==> config.mk <==
export PLATFORM = sky130hd
export DESIGN_NAME = cfc_mac
export DESIGN_NICKNAME = d
export VERILOG_FILES = /design/src/hdl/cfc_cell_forward_step_macros.svh /design/src/hdl/cfc_pkg.sv /design/src/hdl/cfc_mac.sv
export SDC_FILE = /design/constraint.sdc
export NUM_CORES = 2
export LEC_CHECK = 0
export CAP_MARGIN = 20
export CORE_MARGIN = 10
export CORE_UTILIZATION = 33
export CTS_BUF_LIST = sky130_fd_sc_hd__clkbuf_2 sky130_fd_sc_hd__clkbuf_4 sky130_fd_sc_hd__clkbuf_8
export CTS_CLUSTER_SIZE = 30
export DETAILED_ROUTE_END_ITERATION = 16
export DONT_BUFFER_PORTS = 1
export GPL_TIMING_DRIVEN = 0
export SKIP_CTS_REPAIR_TIMING = 1
export SYNTH_ARGS = -nofsm -noshare
export SYNTH_HDL_FRONTEND = slang
export SYNTH_SLANG_ARGS = --single-unit
==> constraint.sdc <==
create_clock -name i_clk -period 9.5 [get_ports i_clk]
set_input_delay 0.95 -clock i_clk [delete_from_list [all_inputs] [get_ports i_clk]]
set_output_delay 0.95 -clock i_clk [all_outputs]
set_load 0.05 [all_outputs]
==> src/hdl/cfc_cell_forward_step_macros.svh <==
// Assertion helpers for the CfC cell block.
// Both forms sample on the block clock and are off while reset is held.
`ifndef CFC_CELL_FORWARD_STEP_MACROS_SVH
`define CFC_CELL_FORWARD_STEP_MACROS_SVH

// The consequent holds in the same cycle as the antecedent.
`define CFC_ASSERT_NOW(lbl, ante, cons) \
    lbl: assert property (@(posedge i_clk) disable iff (!i_rst_n) (ante) |-> (cons)) \
        else $error("cfc check failed");

// The consequent holds in the cycle after the antecedent.
`define CFC_ASSERT_NEXT(lbl, ante, cons) \
    lbl: assert property (@(posedge i_clk) disable iff (!i_rst_n) (ante) |=> (cons)) \
        else $error("cfc check failed");

`endif

==> src/hdl/cfc_pkg.sv <==
package cfc_pkg;

    // Network dimensions and number format.
    localparam int HIDDEN_UNITS    = 16;
    localparam int FRAC_BITS       = 12;
    localparam int ACT_TABLE_DEPTH = 256;

    // Parameter store layout.
    localparam int CONCAT_LEN  = HIDDEN_UNITS + 1;
    localparam int OFF_WG      = 0;
    localparam int OFF_BG      = OFF_WG + HIDDEN_UNITS * CONCAT_LEN;
    localparam int OFF_WC      = OFF_BG + HIDDEN_UNITS;
    localparam int OFF_BC      = OFF_WC + HIDDEN_UNITS * CONCAT_LEN;
    localparam int OFF_DECAY   = OFF_BC + HIDDEN_UNITS;
    localparam int OFF_WO      = OFF_DECAY + HIDDEN_UNITS;
    localparam int OFF_BO      = OFF_WO + HIDDEN_UNITS;
    localparam int PARAM_DEPTH = OFF_BO + 1;

    localparam int TABLE_STEP = 65536 / ACT_TABLE_DEPTH;
    localparam int IDX_W      = $clog2(ACT_TABLE_DEPTH);
    localparam int ONE_Q      = 1 << FRAC_BITS;

    // Widths of counters, addresses and the datapath.
    localparam int ADDR_W  = 10;
    localparam int MEM_AW  = $clog2(PARAM_DEPTH);
    localparam int CMP_W   = (MEM_AW > ADDR_W) ? MEM_AW : ADDR_W;
    localparam int UNIT_W  = (HIDDEN_UNITS > 1) ? $clog2(HIDDEN_UNITS) : 1;
    localparam int TERM_W  = $clog2(HIDDEN_UNITS + 2);
    localparam int MUL_A_W = 32;
    localparam int ACC_W   = 48;

    // Command codes.
    localparam logic [1:0] CMD_LOAD  = 2'd0;
    localparam logic [1:0] CMD_STEP  = 2'd1;
    localparam logic [1:0] CMD_CLEAR = 2'd2;

    typedef logic signed [15:0] t_q;

    typedef enum logic [1:0] {
        OP_ONE,
        OP_X,
        OP_H
    } t_opsel;

    typedef enum logic [1:0] {
        DEST_GATE,
        DEST_CAND,
        DEST_OUT
    } t_dest;

    typedef struct packed {
        logic clear;
        logic h_shift;
        logic g_shift;
        logic c_shift;
    } t_cell_ctl;

    typedef struct packed {
        logic valid;
        logic first;
    } t_mac_ctl;

    typedef logic [ACT_TABLE_DEPTH-1:0][15:0] t_act_table;

    // One table entry: tanh(u / 2^F) in Q F, built with integer exp(-2|u|).
    function automatic logic [15:0] tanh_entry(input longint u);
        longint unsigned a;
        longint unsigned y;
        longint unsigned t;
        longint unsigned r;
        longint unsigned term;
        longint unsigned pos;
        longint unsigned neg;
        longint unsigned num;
        longint unsigned den;
        longint unsigned dvd;
        longint unsigned q;
        longint signed_q;
        int n;
        int b;
        a = longint'(u < 0 ? -u : u) * 2;
        if (a > (64'd24 << FRAC_BITS)) begin
            q = 64'(ONE_Q);
        end else begin
            y    = a << (32 - FRAC_BITS);
            t    = y >> 8;
            pos  = 64'd1 << 32;
            neg  = 0;
            term = 64'd1 << 32;
            for (n = 1; n <= 8; n++) begin
                term = (term * t) >> 32;
                case (n)
                    2: term = term / 2;
                    3: term = term / 3;
                    4: term = term / 4;
                    5: term = term / 5;
                    6: term = term / 6;
                    7: term = term / 7;
                    8: term = term / 8;
                    default: term = term;
                endcase
                if ((n % 2) == 1) begin
                    neg = neg + term;
                end else begin
                    pos = pos + term;
                end
            end
            r = pos - neg;
            if (r > 64'hFFFF_FFFF) begin
                r = 64'hFFFF_FFFF;
            end
            for (n = 0; n < 8; n++) begin
                r = (r * r + (64'd1 << 31)) >> 32;
            end
            num = (64'd1 << 32) - r;
            den = (64'd1 << 32) + r;
            // Rounded quotient by restoring long division.
            dvd = (num << FRAC_BITS) + (den >> 1);
            q   = 0;
            for (b = FRAC_BITS + 1; b >= 0; b--) begin
                if (dvd >= (den << b)) begin
                    dvd = dvd - (den << b);
                    q   = q | (64'd1 << b);
                end
            end
        end
        signed_q = (u < 0) ? -longint'(q) : longint'(q);
        return signed_q[15:0];
    endfunction

    function automatic t_act_table build_act_table();
        t_act_table tab;
        int k;
        for (k = 0; k < ACT_TABLE_DEPTH; k++) begin
            tab[k] = tanh_entry(longint'(k * TABLE_STEP + TABLE_STEP / 2 - 32768));
        end
        return tab;
    endfunction

    localparam t_act_table ACT_TABLE = build_act_table();

    // Table lookup: the index is the top bits of v offset to unsigned.
    function automatic t_q act_lookup(input t_q v);
        logic [15:0] off;
        off = {~v[15], v[14:0]};
        return t_q'(ACT_TABLE[off[15 -: IDX_W]]);
    endfunction

    // Round by adding half an LSB, shift down, saturate to 16 bits.
    function automatic t_q round_sat(input logic signed [ACC_W-1:0] v, input int unsigned s);
        logic signed [ACC_W-1:0] r;
        logic signed [ACC_W-1:0] hi;
        logic signed [ACC_W-1:0] lo;
        hi = ACC_W'(32'sd32767);
        lo = ACC_W'(-32'sd32768);
        r  = (v + (ACC_W'(1) <<< (s - 1))) >>> s;
        if (r > hi) begin
            return 16'sh7FFF;
        end else if (r < lo) begin
            return 16'sh8000;
        end
        return r[15:0];
    endfunction

endpackage

==> src/hdl/cfc_mac.sv <==
// Shared multiplier-accumulator: a registered product, then the sum.
// A first term loads the accumulator, later terms add to it.
module cfc_mac (
    input  logic                                i_clk,
    input  logic                                i_rst_n,
    input  cfc_pkg::t_mac_ctl                   i_ctl,
    input  logic signed [cfc_pkg::MUL_A_W-1:0]  i_a,
    input  cfc_pkg::t_q                         i_b,
    output logic signed [cfc_pkg::ACC_W-1:0]    o_acc
);

    logic signed [cfc_pkg::ACC_W-1:0] a_ext;
    logic signed [cfc_pkg::ACC_W-1:0] b_ext;
    logic signed [cfc_pkg::ACC_W-1:0] r_prod;
    logic signed [cfc_pkg::ACC_W-1:0] r_acc;
    logic                             r_pvalid;
    logic                             r_pfirst;

    assign a_ext = cfc_pkg::ACC_W'(i_a);
    assign b_ext = cfc_pkg::ACC_W'(i_b);

    // Product stage.
    always_ff @(posedge i_clk) begin
        r_prod <= a_ext * b_ext;
        if (!i_rst_n) begin
            r_pvalid <= 1'b0;
            r_pfirst <= 1'b0;
        end else begin
            r_pvalid <= i_ctl.valid;
            r_pfirst <= i_ctl.first;
        end
    end

    // Accumulate stage.
    always_ff @(posedge i_clk) begin
        if (r_pvalid) begin
            r_acc <= r_pfirst ? r_prod : r_acc + r_prod;
        end
    end

    assign o_acc = r_acc;

endmodule
# Word level (Yosys, flattened, before mapping)
# Index checks and enable logic that the tools add are counted.
# totals
inputBits	52
output_inout_bits	48
n_memories	0
latchBits	0
elab_cells	7
ramBits	0
register_bits	98
romBits	0
# op_classes
mul	1
n_eq_ne	0
n_bitwise	0
n_mux	1
n_lt_le_gt_ge	0
n_reduce_logical	0
n_div	0
add_sub_neg	1
shifts	0
# ops
op	count
48-bit adder	1
32-bit by 16-bit multiplier with 48-bit output	1
48-bit two-way mux	1

# Longest topological paths before layout
# logic_depth
ltp_word	2
depth_mapped	25
mapped_depth_nobuf	24

# Least setup slack after synthesis
# No wires, ideal clock.
# synth_timing
path_type	in2reg
start	input port i_a[25] in the netlist's numbering
end	register r_prod[45] in the netlist's numbering
n_path_buf	2
setup_slack_ns	2.551
arrival_time_ns	6.825
stages	22
setup_ns	0.124
t_required_ns	9.376
cell_sequence	clkbuf_1 > nand2_1 > fa_1 > fa_1 > fa_1 > inv_1 > fa_1 > fa_1 > inv_1 > fa_1 > inv_1 > ha_1 > buf_6 > a21o_1 > a31o_1 > a221oi_1 > o21ai_0 > o2111ai_2 > or3b_4 > a31oi_4 > mux2i_1 > a2111o_1
# synth_between
elab_chain_cells	1
# synth_rtl
item	line	source
from (decl)	cfc_mac.sv:7	input logic signed [cfc_pkg::MUL_A_W-1:0] i_a,
32-bit by 16-bit multiplier with 48-bit output	cfc_mac.sv:24	r_prod <= a_ext * b_ext;
to (signal assigned)	cfc_mac.sv:24	
to (decl)	cfc_mac.sv:14	logic signed [cfc_pkg::ACC_W-1:0] r_prod;
# Every way passes these cells.
# A chain may end at the register's enable or synchronous reset.

# Worst setup path in the final report
# layout_timing
start	input port i_b[15]
end	register r_prod[47] in the netlist's numbering
# layout_between
elab_chain_cells	1
# layout_rtl
item	line	source
from (decl)	cfc_mac.sv:8	input cfc_pkg::t_q i_b,
32-bit by 16-bit multiplier with 48-bit output	cfc_mac.sv:24	
# Every way passes these cells.

==> results.md <==
Logic synthesis:
- The number of library cell types mapped by synthesis is 70.
- The synthesized design contains 98 register bits.
- The post-synthesis instance total is 2650.
- Yosys printed 0 warnings.
- The part of the Yosys area used for sequential elements is 10.3%.
- The mapped netlist covers 23600 um2.
- The net count of the mapped netlist is 3350.
- The dominant synthesized flop cell is sky130_fd_sc_hd__dfxtp_1.
- The number of enable-type register cells in the synthesized netlist is 48.
- The async set-reset flop share out of synthesis is 0%.
- The average instance in the mapped netlist occupies 8.92 um2.

Finish:
- The most common cell after layout, fill and taps aside is sky130_fd_sc_hd__inv_1.
- The number of nets in the layout is 3362.
- The layout has 7391 filler cells.
- The top cell types in the final layout, fill and taps aside, are sky130_fd_sc_hd__inv_1 (596), sky130_fd_sc_hd__fa_1 (487), sky130_fd_sc_hd__nand2_1 (352).
- The area growth from synthesis to final layout is 6.04%.
- The share of cells above drive strength 1 is 1.31%.

Setup path:
- The cell repeated most along the worst path is sky130_fd_sc_hd__fa_1.
- The signal on the critical path passes through inv_1, clkbuf_1, nor2_1, fa_1, fa_1, fa_1, fa_1, fa_1, inv_1, fa_1, inv_1, ha_1, nand3_1, nor4_1, o2111ai_1, a21oi_1, o2111ai_2, nor4b_2, o41ai_1, nor4_1, nor3_1.
- The required time reported for the critical path endpoint is 9.73 ns.
- The delay of the slowest cell on the worst path is 0.81 ns.
- The worst setup path is launched from a primary input.
- The class of the most critical setup path is in -> reg.
- The kind of cell with the highest combined delay on the critical path is adder cells.
- The largest fanout on the critical path is 10.
- The worst setup path is captured at a flop.
- The critical path arrival is 8.84 ns.
- The cell with the largest stage delay on the worst path is sky130_fd_sc_hd__o41ai_1.
- The number of buffers and inverters on the critical path is 4.

Clock tree:
- In this run the clock root is driven by a sky130_fd_sc_hd__clkbuf_8.
- TritonCTS built the clock tree.
- After clock tree synthesis, the clock-pin slew on the worst setup and hold paths is 0.10 ns.
- The count of H-tree levels built during CTS is 3.
- The number of clock buffers inserted by TritonCTS is 9.
- The clock net in this run drives a total of 98 sinks.
- The later pin in the worst-skew pair is clocked with a latency of 0.41 ns.
- The largest buffer count on any clock path is 2.

STA:
- The highest achievable clock rate is 0.116 GHz.
- Setup violations remaining at the end of the flow were counted as 0.
- The ratio of final minimum period to clock period is 90.6%.
- The final-report hold violation count is 0.
- Setup repair after global routing left no endpoint under its margin.
- The slew of the pin with the lowest slew margin is 1.02 ns.
- The maximum clock skew at final layout is 0.0161 ns.
- After routing, the total negative slack on setup checks comes to 0 ns.
- Measured against its own limit, the worst slew margin works out to 31.7%.
- The routed design could run at a clock period as short as 8.61 ns.
- The number of pins exceeding their max-slew limit in the final report was 0.

Place:
- Port buffering added 0 buffers.
- The final estimated routing congestion in global placement is 0.923.
- The HPWL after detailed placement is 60600 um.

Floorplanning:
- The die height is 288 um.
- The placeable core region is 71200 um2.
- The floorplan die area is 82700 um2.
- The boundary pin count is 100.
- The placement row count is 98.
- The die boundary width is 288 um.
- The initial utilization of the core area, before any placement, comes to 33.2%.

Drt:
- The met3 wire length is 8450 um.
- The routed wire length is 71900 um.
- Routed signal wires occupy layers up through met5.
- The routed design uses 31400 um of met2 wire.
- The remaining antenna violation count after routing is 0.
- The detailed-routing iteration count for the pre-antenna-repair pass is 5.
- In the final routed layout, each cell accounts on average for 19.9 um.
- Summing over every cut layer, the via total after detailed routing is 18000.
- After detailed routing, the number of vias per cell comes to 4.97.
- In the routed design, unresolved DRC markers number 0.
- The detailed router finished its first iteration with 1459 violations.
- The routed metal-1 wirelength is 29900 um.

GRT:
- The overall overflow remaining after global route is 0.
- The global-route total usage across every layer is 17.6%.
- The wire length of the first global-routing pass is 112000 um.
- Entering global routing, the biggest net connects 34 pins.
- The number of global-route vias before repair was 18800.
- The number of antenna violations at the first check in global routing is 6.

Run status:
- The flow ran to the end, and the final reports show no timing, DRC or antenna violations.

Job:
- The max-capacitance violation count is 0.

Min path:
- The path class of the lowest-slack min-delay path is reg -> reg.
==> per-stage QoR <==
stage	hold slack, ns	util, %	instance area (um2)	std cells	setup slack (ns)
finish	0.548	35.2	25100	3621	0.891
global route	0.579	35.2	25000	3617	0.867
CTS	0.557	35.2	25000	3617	1.24
detailed placement	0.534	34.9	24800	3601	0.802
global placement	0.528	34.8	24800	3600	0.830
floorplan	0.509	-	23600	2650	2.55
==> path summary, 6_finish.rpt <==
check             cells after the start       from          to  slack [ns]
setup / recovery                     21    i_b[15]  r_prod[47]        0.89
hold / removal                        2  r_prod[8]    o_acc[8]        0.55
setup reg to reg                     11  o_acc[22]   o_acc[45]        5.39
hold reg to reg                       2  r_prod[8]    o_acc[8]        0.55
==> routing by layer <==
layer / GRT usage (%) / vias up
met5: 0 / -
met4: 5.21 / 8
met3: 6.51 / 115
met2: 27.0 / 725
met1: 22.9 / 9003
li1: - / 8134
==> tightest hold or removal path: cells and delay by family, from the launching register on <==
kind,cells,cell delay [ns]
compound gates,1,0.05
simple gates,1,0.05
flops,1,0.34
==> cell type report <==
type / count / area [um2] / share of cell area [%]
multi-input combinational: 1850 / 18500 / 74.0
sequential: 98 / 2440 / 9.75
inverter: 596 / 2240 / 8.93
tap: 950 / 1190 / 4.74
buffer: 106 / 405 / 1.62
clock buffer: 10 / 131 / 0.524
clock inverter: 6 / 75.1 / 0.300
timing repair buffer: 1 / 20.0 / 0.0799
antenna: 4 / 10.0 / 0.0400
==> logic make-up after synthesis <==
group	Yosys count	share of synthesized area [%]
AO/OA/AOI/OAI	343	9.65
adder cells (fa/ha/maj)	648	49.8
multiplexers	6	0.270
XOR/XNOR	75	2.78
AND/OR/NAND/NOR	778	16.0
flip-flops	98	10.3
buffers and inverters	702	11.2
==> sequential cells by signal (all words and copies together) (netlist names) <==
| signal | flops |
|---|---|
| r_pfirst | 1 |
| o_acc | 48 |
| r_pvalid | 1 |
| r_prod | 48 |
==> Yosys cell counts, types with 5 or more instances <==
cell type | n | area [um2]
sky130_fd_sc_hd__a211oi_1 | 13 | 97.6
sky130_fd_sc_hd__a21o_1 | 64 | 480
sky130_fd_sc_hd__a21oi_1 | 88 | 440
sky130_fd_sc_hd__a221oi_1 | 5 | 43.8
sky130_fd_sc_hd__a31oi_1 | 10 | 62.6
sky130_fd_sc_hd__and2_1 | 217 | 1360
sky130_fd_sc_hd__and3_1 | 16 | 100
sky130_fd_sc_hd__clkbuf_1 | 103 | 387
sky130_fd_sc_hd__dfxtp_1 | 50 | 1000
sky130_fd_sc_hd__edfxtp_1 | 48 | 1440
sky130_fd_sc_hd__fa_1 | 487 | 9750
sky130_fd_sc_hd__ha_1 | 161 | 2010
sky130_fd_sc_hd__inv_1 | 596 | 2240
sky130_fd_sc_hd__nand2_1 | 352 | 1320
sky130_fd_sc_hd__nand2b_1 | 15 | 93.8
sky130_fd_sc_hd__nand3_1 | 26 | 130
sky130_fd_sc_hd__nand4_1 | 7 | 43.8
sky130_fd_sc_hd__nor2_1 | 81 | 304
sky130_fd_sc_hd__nor2b_1 | 12 | 75.1
sky130_fd_sc_hd__nor3_1 | 18 | 90.1
sky130_fd_sc_hd__o2111ai_1 | 5 | 43.8
sky130_fd_sc_hd__o211ai_1 | 8 | 60.1
sky130_fd_sc_hd__o21a_1 | 17 | 128
sky130_fd_sc_hd__o21ai_0 | 62 | 310
sky130_fd_sc_hd__o21bai_1 | 11 | 82.6
sky130_fd_sc_hd__o31ai_1 | 12 | 90.1
sky130_fd_sc_hd__or3_1 | 5 | 31.3
sky130_fd_sc_hd__xnor2_1 | 50 | 438
sky130_fd_sc_hd__xor2_1 | 25 | 219
Power is not shown: default switching activity piles up to over one toggle a cycle in this logic, so the estimate is an artifact.
