`src/hdl/cfc_cell_forward_step_macros.svh`:
```
// Assertion helpers for the CfC cell block.
// Both forms sample on the block clock and are off while reset is held.
`ifndef CFC_CELL_FORWARD_STEP_MACROS_SVH
`define CFC_CELL_FORWARD_STEP_MACROS_SVH

// The consequent holds in the same cycle as the antecedent.
`define CFC_ASSERT_NOW(lbl, ante, cons) \
    lbl: assert property (@(posedge i_clk) disable iff (!i_rst_n) (ante) |-> (cons)) \
        else $error("cfc check failed");

// The consequent holds in the cycle after the antecedent.
`define CFC_ASSERT_NEXT(lbl, ante, cons) \
    lbl: assert property (@(posedge i_clk) disable iff (!i_rst_n) (ante) |=> (cons)) \
        else $error("cfc check failed");

`endif

```
`src/hdl/cfc_pkg.sv`:
```
package cfc_pkg;

    // Network dimensions and number format.
    localparam int HIDDEN_UNITS    = 16;
    localparam int FRAC_BITS       = 12;
    localparam int ACT_TABLE_DEPTH = 256;

    // Parameter store layout.
    localparam int CONCAT_LEN  = HIDDEN_UNITS + 1;
    localparam int OFF_WG      = 0;
    localparam int OFF_BG      = OFF_WG + HIDDEN_UNITS * CONCAT_LEN;
    localparam int OFF_WC      = OFF_BG + HIDDEN_UNITS;
    localparam int OFF_BC      = OFF_WC + HIDDEN_UNITS * CONCAT_LEN;
    localparam int OFF_DECAY   = OFF_BC + HIDDEN_UNITS;
    localparam int OFF_WO      = OFF_DECAY + HIDDEN_UNITS;
    localparam int OFF_BO      = OFF_WO + HIDDEN_UNITS;
    localparam int PARAM_DEPTH = OFF_BO + 1;

    localparam int TABLE_STEP = 65536 / ACT_TABLE_DEPTH;
    localparam int IDX_W      = $clog2(ACT_TABLE_DEPTH);
    localparam int ONE_Q      = 1 << FRAC_BITS;

    // Widths of counters, addresses and the datapath.
    localparam int ADDR_W  = 10;
    localparam int MEM_AW  = $clog2(PARAM_DEPTH);
    localparam int CMP_W   = (MEM_AW > ADDR_W) ? MEM_AW : ADDR_W;
    localparam int UNIT_W  = (HIDDEN_UNITS > 1) ? $clog2(HIDDEN_UNITS) : 1;
    localparam int TERM_W  = $clog2(HIDDEN_UNITS + 2);
    localparam int MUL_A_W = 32;
    localparam int ACC_W   = 48;

    // Command codes.
    localparam logic [1:0] CMD_LOAD  = 2'd0;
    localparam logic [1:0] CMD_STEP  = 2'd1;
    localparam logic [1:0] CMD_CLEAR = 2'd2;

    typedef logic signed [15:0] t_q;

    typedef enum logic [1:0] {
        OP_ONE,
        OP_X,
        OP_H
    } t_opsel;

    typedef enum logic [1:0] {
        DEST_GATE,
        DEST_CAND,
        DEST_OUT
    } t_dest;

    typedef struct packed {
        logic clear;
        logic h_shift;
        logic g_shift;
        logic c_shift;
    } t_cell_ctl;

    typedef struct packed {
        logic valid;
        logic first;
    } t_mac_ctl;

    typedef logic [ACT_TABLE_DEPTH-1:0][15:0] t_act_table;

    // One table entry: tanh(u / 2^F) in Q F, built with integer exp(-2|u|).
    function automatic logic [15:0] tanh_entry(input longint u);
        longint unsigned a;
        longint unsigned y;
        longint unsigned t;
        longint unsigned r;
        longint unsigned term;
        longint unsigned pos;
        longint unsigned neg;
        longint unsigned num;
        longint unsigned den;
        longint unsigned dvd;
        longint unsigned q;
        longint signed_q;
        int n;
        int b;
        a = longint'(u < 0 ? -u : u) * 2;
        if (a > (64'd24 << FRAC_BITS)) begin
            q = 64'(ONE_Q);
        end else begin
            y    = a << (32 - FRAC_BITS);
            t    = y >> 8;
            pos  = 64'd1 << 32;
            neg  = 0;
            term = 64'd1 << 32;
            for (n = 1; n <= 8; n++) begin
                term = (term * t) >> 32;
                case (n)
                    2: term = term / 2;
                    3: term = term / 3;
                    4: term = term / 4;
                    5: term = term / 5;
                    6: term = term / 6;
                    7: term = term / 7;
                    8: term = term / 8;
                    default: term = term;
                endcase
                if ((n % 2) == 1) begin
                    neg = neg + term;
                end else begin
                    pos = pos + term;
                end
            end
            r = pos - neg;
            if (r > 64'hFFFF_FFFF) begin
                r = 64'hFFFF_FFFF;
            end
            for (n = 0; n < 8; n++) begin
                r = (r * r + (64'd1 << 31)) >> 32;
            end
            num = (64'd1 << 32) - r;
            den = (64'd1 << 32) + r;
            // Rounded quotient by restoring long division.
            dvd = (num << FRAC_BITS) + (den >> 1);
            q   = 0;
            for (b = FRAC_BITS + 1; b >= 0; b--) begin
                if (dvd >= (den << b)) begin
                    dvd = dvd - (den << b);
                    q   = q | (64'd1 << b);
                end
            end
        end
        signed_q = (u < 0) ? -longint'(q) : longint'(q);
        return signed_q[15:0];
    endfunction

    function automatic t_act_table build_act_table();
        t_act_table tab;
        int k;
        for (k = 0; k < ACT_TABLE_DEPTH; k++) begin
            tab[k] = tanh_entry(longint'(k * TABLE_STEP + TABLE_STEP / 2 - 32768));
        end
        return tab;
    endfunction

    localparam t_act_table ACT_TABLE = build_act_table();

    // Table lookup: the index is the top bits of v offset to unsigned.
    function automatic t_q act_lookup(input t_q v);
        logic [15:0] off;
        off = {~v[15], v[14:0]};
        return t_q'(ACT_TABLE[off[15 -: IDX_W]]);
    endfunction

    // Round by adding half an LSB, shift down, saturate to 16 bits.
    function automatic t_q round_sat(input logic signed [ACC_W-1:0] v, input int unsigned s);
        logic signed [ACC_W-1:0] r;
        logic signed [ACC_W-1:0] hi;
        logic signed [ACC_W-1:0] lo;
        hi = ACC_W'(32'sd32767);
        lo = ACC_W'(-32'sd32768);
        r  = (v + (ACC_W'(1) <<< (s - 1))) >>> s;
        if (r > hi) begin
            return 16'sh7FFF;
        end else if (r < lo) begin
            return 16'sh8000;
        end
        return r[15:0];
    endfunction

endpackage

```
`src/hdl/cfc_cell.sv`:
```
// One neuron slot of the chain: hidden value, gate and candidate.
// Each register takes the value on its input (the next cell's, or the tail value) when its shift enable is set.
module cfc_cell (
    input  logic               i_clk,
    input  logic               i_rst_n,
    input  cfc_pkg::t_cell_ctl i_ctl,
    input  cfc_pkg::t_q        i_h,
    input  cfc_pkg::t_q        i_g,
    input  cfc_pkg::t_q        i_c,
    output cfc_pkg::t_q        o_h,
    output cfc_pkg::t_q        o_g,
    output cfc_pkg::t_q        o_c
);

    cfc_pkg::t_q r_h;
    cfc_pkg::t_q r_g;
    cfc_pkg::t_q r_c;

    // The hidden value resets and clears to zero.
    always_ff @(posedge i_clk) begin
        if (!i_rst_n || i_ctl.clear) begin
            r_h <= '0;
        end else if (i_ctl.h_shift) begin
            r_h <= i_h;
        end
    end

    // Gate and candidate hold nothing meaningful until written.
    always_ff @(posedge i_clk) begin
        if (i_ctl.g_shift) begin
            r_g <= i_g;
        end
        if (i_ctl.c_shift) begin
            r_c <= i_c;
        end
    end

    assign o_h = r_h;
    assign o_g = r_g;
    assign o_c = r_c;

endmodule

```
`config.mk`:
```
export PLATFORM = sky130hd
export DESIGN_NAME = cfc_cell
export DESIGN_NICKNAME = d
export VERILOG_FILES = /design/src/hdl/cfc_cell_forward_step_macros.svh /design/src/hdl/cfc_pkg.sv /design/src/hdl/cfc_cell.sv
export SDC_FILE = /design/constraint.sdc
export NUM_CORES = 1
export LEC_CHECK = 0
export BUFFER_PORTS_ARGS = -buffer_cell sky130_fd_sc_hd__buf_2
export CAP_MARGIN = 30
export CORE_MARGIN = 2
export CORE_UTILIZATION = 35
export CTS_BUF_LIST = sky130_fd_sc_hd__clkbuf_16
export DETAILED_ROUTE_END_ITERATION = 12
export PLACE_DENSITY = 0.71
export RECOVER_POWER = 100
export SLEW_MARGIN = 20
export SYNTH_ARGS = -nofsm -noshare
export SYNTH_HDL_FRONTEND = slang
export SYNTH_SLANG_ARGS = --single-unit
```
`constraint.sdc`:
```
create_clock -name i_clk -period 0.8 [get_ports i_clk]
set_clock_uncertainty 0.05 [all_clocks]
set_input_delay 0.16 -clock i_clk [delete_from_list [all_inputs] [get_ports i_clk]]
set_output_delay 0.16 -clock i_clk [all_outputs]
set_load 0.02 [all_outputs]
```
### Word-level counts from Yosys, hierarchy flattened

Cells that the tools add are included.
W data, S select, Z words.

| cells by class | value |
|---|---|
| reductions and logical operators | 2 |

Operators with widths:

| operator | count |
|---|---|
| $logic_not A1 Y1 | 1 |
| $logic_or A1 B1 Y1 | 1 |

| storage, ports and cells | value |
|---|---|
| register bits | 48 |
| input bits | 54 |
| output and inout bits | 48 |

### Logic depth before layout (Yosys ltp)

Gate-level depths: netlist (run 1).

| depth | value |
|---|---|
| word-level depth | 2 |
| gate-level depth with buffers | 4 |

### Least setup slack after synthesis (run 1)

OpenSTA, ideal clock, no wires.

| path | value |
|---|---|
| kind | input to register |
| start point | input port i_ctl[2] in the netlist's numbering |
| end point | register r_h[10] (netlist: o_h[10]) |
| setup time | 0.114 ns |
| arrival | 0.625 ns |
| slack | 0.010 ns |
| stages on the path | 4 |
| cell sequence | buf_6 -> buf_12 -> mux2i_1 -> nor2_1 |

RTL lines:

| element | RTL line | text |
|---|---|---|
| from (decl) | cfc_cell.sv:6 | `input cfc_pkg::t_cell_ctl i_ctl,` |
| to (signal assigned) | cfc_cell.sv:24 | `r_h <= i_h;` |
| to (decl) | cfc_cell.sv:15 | `cfc_pkg::t_q r_h;` |

### Final worst setup path (run 1)

| path | value |
|---|---|
| start point | register r_c[7] (netlist: o_c[7]) |
| end point | output port o_c[7] |

RTL lines:

| element | RTL line | text |
|---|---|---|
| from (decl) | cfc_cell.sv:17 | `cfc_pkg::t_q r_c;` |
| from (signal assigned) | cfc_cell.sv:34 | `r_c <= i_c;` |
| to (decl) | cfc_cell.sv:12 | `output cfc_pkg::t_q o_c` |

No word-level cell between the ends.

==> impl_metrics.csv, run 1 <==
group,metric,value,unit
timing,fin_ws,-234,ps
finish,antenna_cells,0,
yosys,ys_top_cells_by_area,"edfxtp_1 62%, dfxtp_1 21%, mux2i_1 10%, nor2_1 3.9%, buf_6 1.4%",
worst_setup_path,worstSetupPathType,"reg2out",
yosys,synth_top_cell_by_area,"edfxtp_1",
timing,post-route-period-util,1.29,
timing,clock.fmax,967,MHz
yosys,ys_seq_area_frac,0.824,
clock_network,clk_path_buf_depth,2,
worst_setup_path,cp.required,590,ps
floorplanning,ios,102,
clock_network,clkTransAtPathRegs,60,ps
timing,holdWs,1.50,ps
floorplanning,start_util,0.360,
floorplanning,fp-row-count,24,
yosys,syn_area,1560,sq um
yosys,synth-compound-area-share,0,
global_routing,grt_max_degree,17,
yosys,synth-edff-count,32,
yosys,ys_warn_count,0,
yosys,synth_top_family_by_area,"multiplexers",
placed_design,io_buffers,101,
finish,final_cells,250,
worst_setup_path,cpMaxStageDelayCell,"edfxtp_1",
yosys,synth.distinct_cells,8,
placed_design,place_inst,240,
worst_setup_path,crit_fanout,1,
worst_setup_path,r2r_slack,40,ps
route,post_drt_wl_per_cell,13.2,um
route,first_pass_iters,4,
worst_setup_path,rr_worst_depth,3,
worst_setup_path,critPathArrivalTime,820,ps
worst_setup_path,worst-path-buf-inv,1,
pwr,p_leak,0.00114,uW
yosys,ys_top_cells_by_count,"32 x edfxtp_1, 16 x dfxtp_1, 16 x mux2i_1, 16 x nor2_1, 2 x buf_6",
floorplanning,die_h,70.7,um
timing,rsz0062_at_grt,"true",
clock_network,htreeDepth,2,
worst_setup_path,startpoint_type,"flip-flop",
pwr,p_per_area,2220,nW/um^2
global_routing,antenna_found_initial,0,
timing,relSlewSlack,0.747,
timing,drv_slew,0,
yosys,ys_async_sr_fraction,0,
placed_design,place_ws,-59.1,ps
global_routing,grt_pass1_vias,1136,
worst_setup_path,cp-endpoint,"o_c[7]",
timing,hold_viol,0,
yosys,synth-main-ff-cell,"edfxtp_1",
finish,fin_area,2480,sq um
worst_setup_path,path_cells,"buf_6",
status,status,"complete, but fails checks",
yosys,synth_top_area_frac,0.618,
floorplanning,die_x,70.7,um
floorplanning,core,4320,sq um
min_path,hold_class,"in2reg",
worst_setup_path,worst_path_dominant_cell_family,"flip-flops",
timing,tightest_slew,380,ps
worst_setup_path,slowest_delay,400,ps
finish,area_delta_synth_final,59.5,%
timing,setup_viol_count_final,48,
status,violations,"setup timing",
yosys,ys_ff_latch,48,
floorplanning,dieArea,4990,sq um
route,antenna_left,0,
worst_setup_path,rr_endpoint,"o_h[5]$_SDFFE_PP0P_",
worst_setup_path,path_depth,1,
placed_design,post_dp_cell_area,2160,sq um
yosys,synthCells,85,
worst_setup_path,r2r-start,"o_h[5]$_SDFFE_PP0P_",
route,drt-initial-drc-count,49,
clock_network,cts_made_buffers,5,
route,vias_per_cell,4.34,
pwr,ir_drop,0.00129,V
global_routing,grtUsageTotal,0.133,
job,drv_cap,0,
clock_network,clock_sinks,48,
yosys,yosysMostFrequentCell,"edfxtp_1",
yosys,synth_fp_nets,139,
yosys,yosys.area_share.xor_xnor,0,
pwr,power,5510,uW
placed_design,place_congestion,0.698,
worst_setup_path,end_kind,"primary output",
route,post-route-drc-count,0,
yosys,synth_mux_area_frac,0.103,
finish,final_nets,251,
route,drt-total-wl,3300,um
placed_design,place_hpwl,2390,um
timing,period_minus_slack,1030,ps
clock_network,clockRootBuffer,"clkbuf_16",
global_routing,grt-ovfl-total,0,
global_routing,grt_pass1_wl,5150,um
worst_setup_path,cp-startpoint,"o_c[7]$_DFFE_PP_",
route,route.vias.total,1086,
yosys,yosys.area_share.simple,0.0426,
yosys,synth_adder_area_share,0,
clock_network,clk_latency,280,ps
yosys,syn_avg_cell_area,18.3,sq um
clock_network,cts_tree,"built",
finish,drive_above_1_share,0.571,
metal layers:
metal	global-route usage	vias up	wire, um
li1	-	526	-
met1	0.153	507	1180
met2	0.226	49	1830
met3	0.0456	4	254
met4	0.0566	0	35
met5	0	-	0
cell families after synthesis:
| kind of cell | after synthesis |
|---|---|
| muxes | 16 |
| DFF | 48 |
| and+or+nand+nor | 17 |
| buffers and inverters | 4 |
power breakdown:
| part | switching [uW] | internal, uW |
|---|---|---|
| combinational | 371 | 353 |
| sequential | 61.5 | 2820 |
| clock | 782 | 1120 |
| total | 1210 | 4290 |
repair_timing:
| item | 4_1_cts | 5_1_grt |
|---|---|---|
| setup buffers | 2 | 0 |
| endpoints found under the hold margin | 12 | 3 |
| endpoints found under the setup margin | 48 | 50 |
| pin swaps | 0 | 2 |
| resized for setup | 58 | 22 |
cells in the final DEF (no fill, tap or decap), types with 3 or more instances in the layout:
cell	count
mux2i_1	16
inv_1	3
nor2_1	16
clkbuf_1	3
buf_2	68
clkbuf_16	5
buf_6	33
dfxtp_1	14
edfxtp_1	32
flip-flops by register name, summed over array words and instances, names as in the netlist:
signal / flops
o_c: 16
o_g: 16
o_h: 16
metrics by stage:
stage / util / TNS, ps
2_1_floorplan: - / 0
3_3_place_gp: 0.500 / -367
3_5_place_dp: 0.500 / -701
4_1_cts: 0.570 / -9270
5_1_grt: 0.573 / -10680
6_report: 0.573 / -9310
how the worst min path moves through the flow:
stage,from,endpoint,depth (start not counted)
floorplan,i_c[0],o_c[0]$_DFFE_PP_,0
global placement,i_g[5],o_g[5]$_DFFE_PP_,1
detailed placement,i_c[0],o_c[0]$_DFFE_PP_,1
CTS,i_c[1],o_c[1]$_DFFE_PP_,1
global route,i_c[15],o_c[15]$_DFFE_PP_,1
finish,i_c[0],o_c[0]$_DFFE_PP_,1
final cells by class:
type / instances / area (sq um)
clock buffer: 5 / 125
tap: 52 / 65.1
clock inverter: 3 / 11.3
timing repair buffer: 109 / 768
sequential: 48 / 1280
fill: 376 / 1840
multi-input combinational: 33 / 226
(Power assumes the default switching activity.)
==> inputs of run 2 (changes only) <==
PLACE_DENSITY = 0.69   (was 0.71)
clock period = 1 ns   (was 0.8 ns; I/O delays follow)
==> run 2 against run 1 <==
Compared with the run above:
- core utilization fell by 0.32 points
- sequential cell count stayed put
- the run still ends with setup timing left
- register-to-register slack better by 200 ps
- die area did not move
- largest power group unchanged
- combinational power shrank 20%
==> impl_metrics.csv, run 2 (same netlist as run 1, synthesis figures left out) <==
group,metric,value,unit
worst_setup_path,r2r_slack,240,ps
route,first_pass_iters,4,
global_routing,antenna_found_initial,0,
floorplanning,die_x,70.7,um
worst_setup_path,crit_fanout,1,
route,post-route-drc-count,0,
finish,antenna_cells,0,
worst_setup_path,slowest_delay,400,ps
finish,final_cells,247,
timing,drv_slew,0,
placed_design,io_buffers,101,
worst_setup_path,worst_path_dominant_cell_family,"flip-flops",
placed_design,post_dp_cell_area,2120,sq um
clock_network,clock_sinks,48,
pwr,combPwrFrac,0.130,
clock_network,clockRootBuffer,"clkbuf_16",
route,vias_per_cell,4.40,
min_path,hold_class,"in2reg",
worst_setup_path,cp-endpoint,"o_g[1]",
timing,setup_viol_count_final,46,
finish,final_common_cell,"buf_2",
global_routing,grt_max_degree,17,
pwr,p_sw,984,uW
worst_setup_path,startpoint_type,"flip-flop",
global_routing,grt-ovfl-total,0,
timing,clock.fmax,930,MHz
timing,fin_ws,-75.7,ps
timing,hold_viol,0,
timing,period_minus_slack,1080,ps
timing,relSlewSlack,0.745,
pwr,internal_power,3440,uW
timing,tightest_slew,382,ps
worst_setup_path,worst-path-buf-inv,1,
route,drt-initial-drc-count,64,
worst_setup_path,cp-startpoint,"o_g[1]$_DFFE_PP_",
floorplanning,dieArea,4990,sq um
worst_setup_path,path_cells,"buf_6",
status,violations,"setup timing",
finish,drive_above_1_share,0.574,
min_path,min_from,"i_c[3]",
floorplanning,core,4320,sq um
pwr,clockPowerShare,0.348,
placed_design,place_congestion,0.658,
finish,area_delta_synth_final,58.6,%
pwr,p_leak,0.00113,uW
job,drv_cap,0,
worst_setup_path,critPathArrivalTime,830,ps
pwr,seqPwrFrac,0.521,
worst_setup_path,path_depth,1,
route,route.vias.total,1086,
floorplanning,fp-row-count,24,
pwr,p_sw_frac,0.222,
pwr,power,4420,uW
floorplanning,ios,102,
route,post_drt_wl_per_cell,13.0,um
worst_setup_path,end_kind,"primary output",
placed_design,place_inst,238,
worst_setup_path,cp.required,750,ps
finish,most-common-layout-cells,"67 x buf_2, 32 x edfxtp_1, 32 x buf_6",
floorplanning,start_util,0.360,
finish,fin_area,2470,sq um
clock_network,cts_tree,"built",
route,antenna_left,0,
finish,final_nets,248,
worst_setup_path,rr_endpoint,"o_h[13]$_SDFFE_PP0P_",
route,drt-total-wl,3220,um
clock_network,cts_made_buffers,5,
clock_network,clk_latency,280,ps
clock_network,htreeDepth,2,
worst_setup_path,cpMaxStageDelayCell,"edfxtp_1",
timing,post-route-period-util,1.08,
clock_network,clkTransAtPathRegs,60,ps
timing,holdWs,42.0,ps
global_routing,grtUsageTotal,0.132,
status,status,"complete, but fails checks",
min_path,hold_depth,1,
finish,nFillCells,368,
worst_setup_path,rr_worst_depth,3,
pwr,p_per_area,1790,nW/um^2
global_routing,grt_pass1_wl,5090,um
placed_design,place_hpwl,2440,um
worst_setup_path,r2r-start,"o_h[13]$_SDFFE_PP0P_",
floorplanning,die_h,70.7,um
worst_setup_path,worstSetupPathType,"reg2out",
timing,rsz0062_at_grt,"true",
global_routing,grt_pass1_vias,1130,
clock_network,clk_path_buf_depth,2,
pwr,ir_drop,0.000792,V
run 2: repair_timing:
item	4_1_cts	5_1_grt
buffers inserted	0	1
hold buffers	0	0
setup endpoints to repair	48	42
resized for setup	56	24
run 2: worst register-to-register path: cells and delay by family (launching register included):
family | cells | cell delay [ps]
buffers and inverters | 1 | 130
DFF | 1 | 320
muxes | 1 | 120
and+or+nand+nor | 1 | 50
run 2: metal layers:
layer  global-route usage  vias up  part of all wire
li1                     -      522                 -
met1                0.145      482              0.39
met2                0.219       73              0.47
met3               0.0556        9              0.12
met4               0.0713        0             0.027
met5                    0        -                 0
run 2: how the worst min path moves through the flow:
stage / endpoint
detailed placement: o_c[14]$_DFFE_PP_
CTS: o_c[14]$_DFFE_PP_
global route: o_c[3]$_DFFE_PP_
floorplan: o_c[0]$_DFFE_PP_
finish: o_c[3]$_DFFE_PP_
global placement: o_g[11]$_DFFE_PP_
run 2: layout make-up:
type                       instances  area, sq um  share of cell area
clock buffer                       5          125              0.0507
clock inverter                     3         12.5             0.00507
multi-input combinational         33          226              0.0918
sequential                        48         1280               0.520
tap                               52         65.1              0.0264
timing repair buffer             106          756               0.306
run 2: through the flow:
stage                     setup TNS [ps]  setup WS, ps  utilization
after detailed placement               0          54.3        0.490
after global placement                 0          91.8        0.490
final                              -1830         -75.7        0.570
after floorplan                        0           170            -
after global routing               -3110          -106        0.570
after CTS                          -2120         -89.6        0.556
run 2: power by group through the flow:
| stage | Sequential [uW] | Combinational (uW) | Clock (uW) |
|---|---|---|---|
| after floorplan | 2500 | 82.9 | 0 |
| after detailed placement | 2330 | 500 | 0 |
| after global placement | 2330 | 488 | 0 |
| final | 2310 | 576 | 1540 |
| after CTS | 2300 | 539 | 1590 |
| after global routing | 2320 | 615 | 1660 |
==> inputs of run 3 (changes only) <==
CORE_UTILIZATION = 41   (was 35)
PLACE_DENSITY = 0.78   (was 0.69)
==> run 3 against run 2 <==
Compared with the run above:
- core utilization increased by 12 points
- global-route usage rose by 2.8 points
- clock power increased by 17%
- critical endpoint is now o_c[12]
- worst setup slack got worse by 28 ps
- the run still ends with setup timing left
- maximum frequency decreased by 2.5%
- final cell count fell by 2.4%
- sequential power about the same
==> impl_metrics.csv, run 3 (same netlist as run 1, synthesis figures left out) <==
group,metric,value,unit
route,first_pass_iters,3,
route,met3_length,280,um
clock_network,cts_setup_buffers,0,
worst_setup_path,path_cells,"buf_6",
timing,relSlewSlack,0.734,
finish,area_delta_synth_final,61.7,%
route,post-route-drc-count,0,
placed_design,place_inst,233,
status,violations,"setup timing",
timing,rsz0062_at_grt,"true",
route,vias_per_cell,4.43,
timing,setup_viol_count_final,41,
clock_network,clkTransAtPathRegs,60,ps
finish,final_common_cell,"buf_2",
route,drt-met1-wl,1200,um
placed_design,place_congestion,0.709,
job,drv_cap,0,
route,drt-total-wl,3220,um
route,route.vias.total,1068,
clock_network,clk_latency,280,ps
timing,post-route-period-util,1.10,
pwr,p_per_area,1870,nW/um^2
timing,period_minus_slack,1100,ps
floorplanning,core,3660,sq um
pwr,p_sw_frac,0.210,
route,antenna_left,0,
global_routing,grt_pass1_wl,5020,um
worst_setup_path,worst_path_dominant_cell_family,"flip-flops",
clock_network,clock_sinks,48,
global_routing,grt_max_degree,17,
worst_setup_path,startpoint_type,"flip-flop",
placed_design,io_buffers,101,
timing,clock.fmax,906,MHz
min_path,hold_class,"in2reg",
floorplanning,dieArea,4300,sq um
worst_setup_path,r2r_slack,320,ps
timing,fin_ws,-104,ps
global_routing,grtUsageTotal,0.161,
global_routing,grt_pass1_vias,1115,
finish,drive_above_1_share,0.570,
floorplanning,die_x,65.6,um
floorplanning,fp-row-count,22,
clock_network,cts_tree,"built",
pwr,ir_drop,0.00120,V
finish,antenna_cells,0,
worst_setup_path,worst-path-buf-inv,1,
finish,most-common-layout-cells,"60 x buf_2, 39 x buf_6, 32 x edfxtp_1",
clock_network,ctsHoldBuffers,0,
route,drt-initial-drc-count,34,
finish,final_cells,241,
global_routing,antenna_found_initial,0,
timing,hold_viol,0,
floorplanning,start_util,0.425,
global_routing,grt-ovfl-total,0,
clock_network,clockRootBuffer,"clkbuf_16",
worst_setup_path,worstSetupPathType,"reg2out",
pwr,internal_power,3720,uW
timing,tightest_slew,399,ps
timing,holdWs,41.8,ps
status,status,"complete, but fails checks",
pwr,seqPwrFrac,0.491,
pwr,combPwrFrac,0.127,
floorplanning,die_h,65.6,um
worst_setup_path,cp.required,750,ps
route,wl_met2,1670,um
clock_network,htreeDepth,2,
timing,drv_slew,0,
worst_setup_path,end_kind,"primary output",
pwr,power,4710,uW
floorplanning,ios,102,
route,dr.max_layer_used,"met4",
pwr,p_sw,987,uW
route,post_drt_wl_per_cell,13.4,um
clock_network,clk_path_buf_depth,2,
clock_network,cts_made_buffers,5,
pwr,p_leak,0.00114,uW
worst_setup_path,cpMaxStageDelayCell,"edfxtp_1",
pwr,clockPowerShare,0.382,
finish,final_nets,246,
worst_setup_path,slowest_delay,420,ps
worst_setup_path,crit_fanout,1,
worst_setup_path,critPathArrivalTime,850,ps
[run 3: cell types whose count changed in the layout (fill, tap and decap cells not counted), sizes merged]
cell	change
clkinv	+1
buf	-2
bufinv	+1
inv	-2
[run 3: repair_timing]
action | CTS | global route
cloned | 0 | 0
resized for setup | 52 | 42
endpoints found under the setup margin | 48 | 42
[run 3: power groups by stage]
stage	Sequential, uW	Combinational, uW	Clock, uW
global route	2320	635	1940
finish	2310	597	1800
floorplan	2500	82.9	0
detailed placement	2330	494	0
global placement	2320	485	0
CTS	2300	528	1830
[run 3: path summary, 6_finish.rpt]
check / endpoint / cells after the start / startpoint
setup / recovery: o_c[12] / 1 / o_c[12]$_DFFE_PP_
setup reg to reg: o_h[13]$_SDFFE_PP0P_ / 2 / o_h[13]$_SDFFE_PP0P_
hold reg to reg: o_h[4]$_SDFFE_PP0P_ / 2 / o_h[4]$_SDFFE_PP0P_
hold / removal: o_c[14]$_DFFE_PP_ / 1 / i_c[14]
[run 3: routing by layer]
metal | GRT usage | vias up
met2 | 0.281 | 60
met1 | 0.155 | 488
met3 | 0.0702 | 7
met4 | 0.0964 | 0
li1 | - | 513
met5 | 0 | -
[run 3: metrics by stage]
| stage | TNS (ps) | instance area [sq um] | worst slack, ps | utilization |
|---|---|---|---|---|
| after floorplan | 0 | 1560 | 170 | - |
| after global placement | 0 | 2110 | 110 | 0.576 |
| after detailed placement | 0 | 2110 | 88.5 | 0.576 |
| after CTS | -1870 | 2400 | -98.9 | 0.657 |
| after global routing | -3200 | 2510 | -125 | 0.687 |
| final | -1730 | 2510 | -104 | 0.687 |
[run 3: area by class of cell]
type                            count  area [sq um]
Clock buffer                        5           125
Clock inverter                      3          37.5
Fill cell                         277          1150
Multi-Input combinational cell     33           226
Sequential cell                    48          1280
Tap cell                           48          60.1
Timing Repair Buffer              104           785
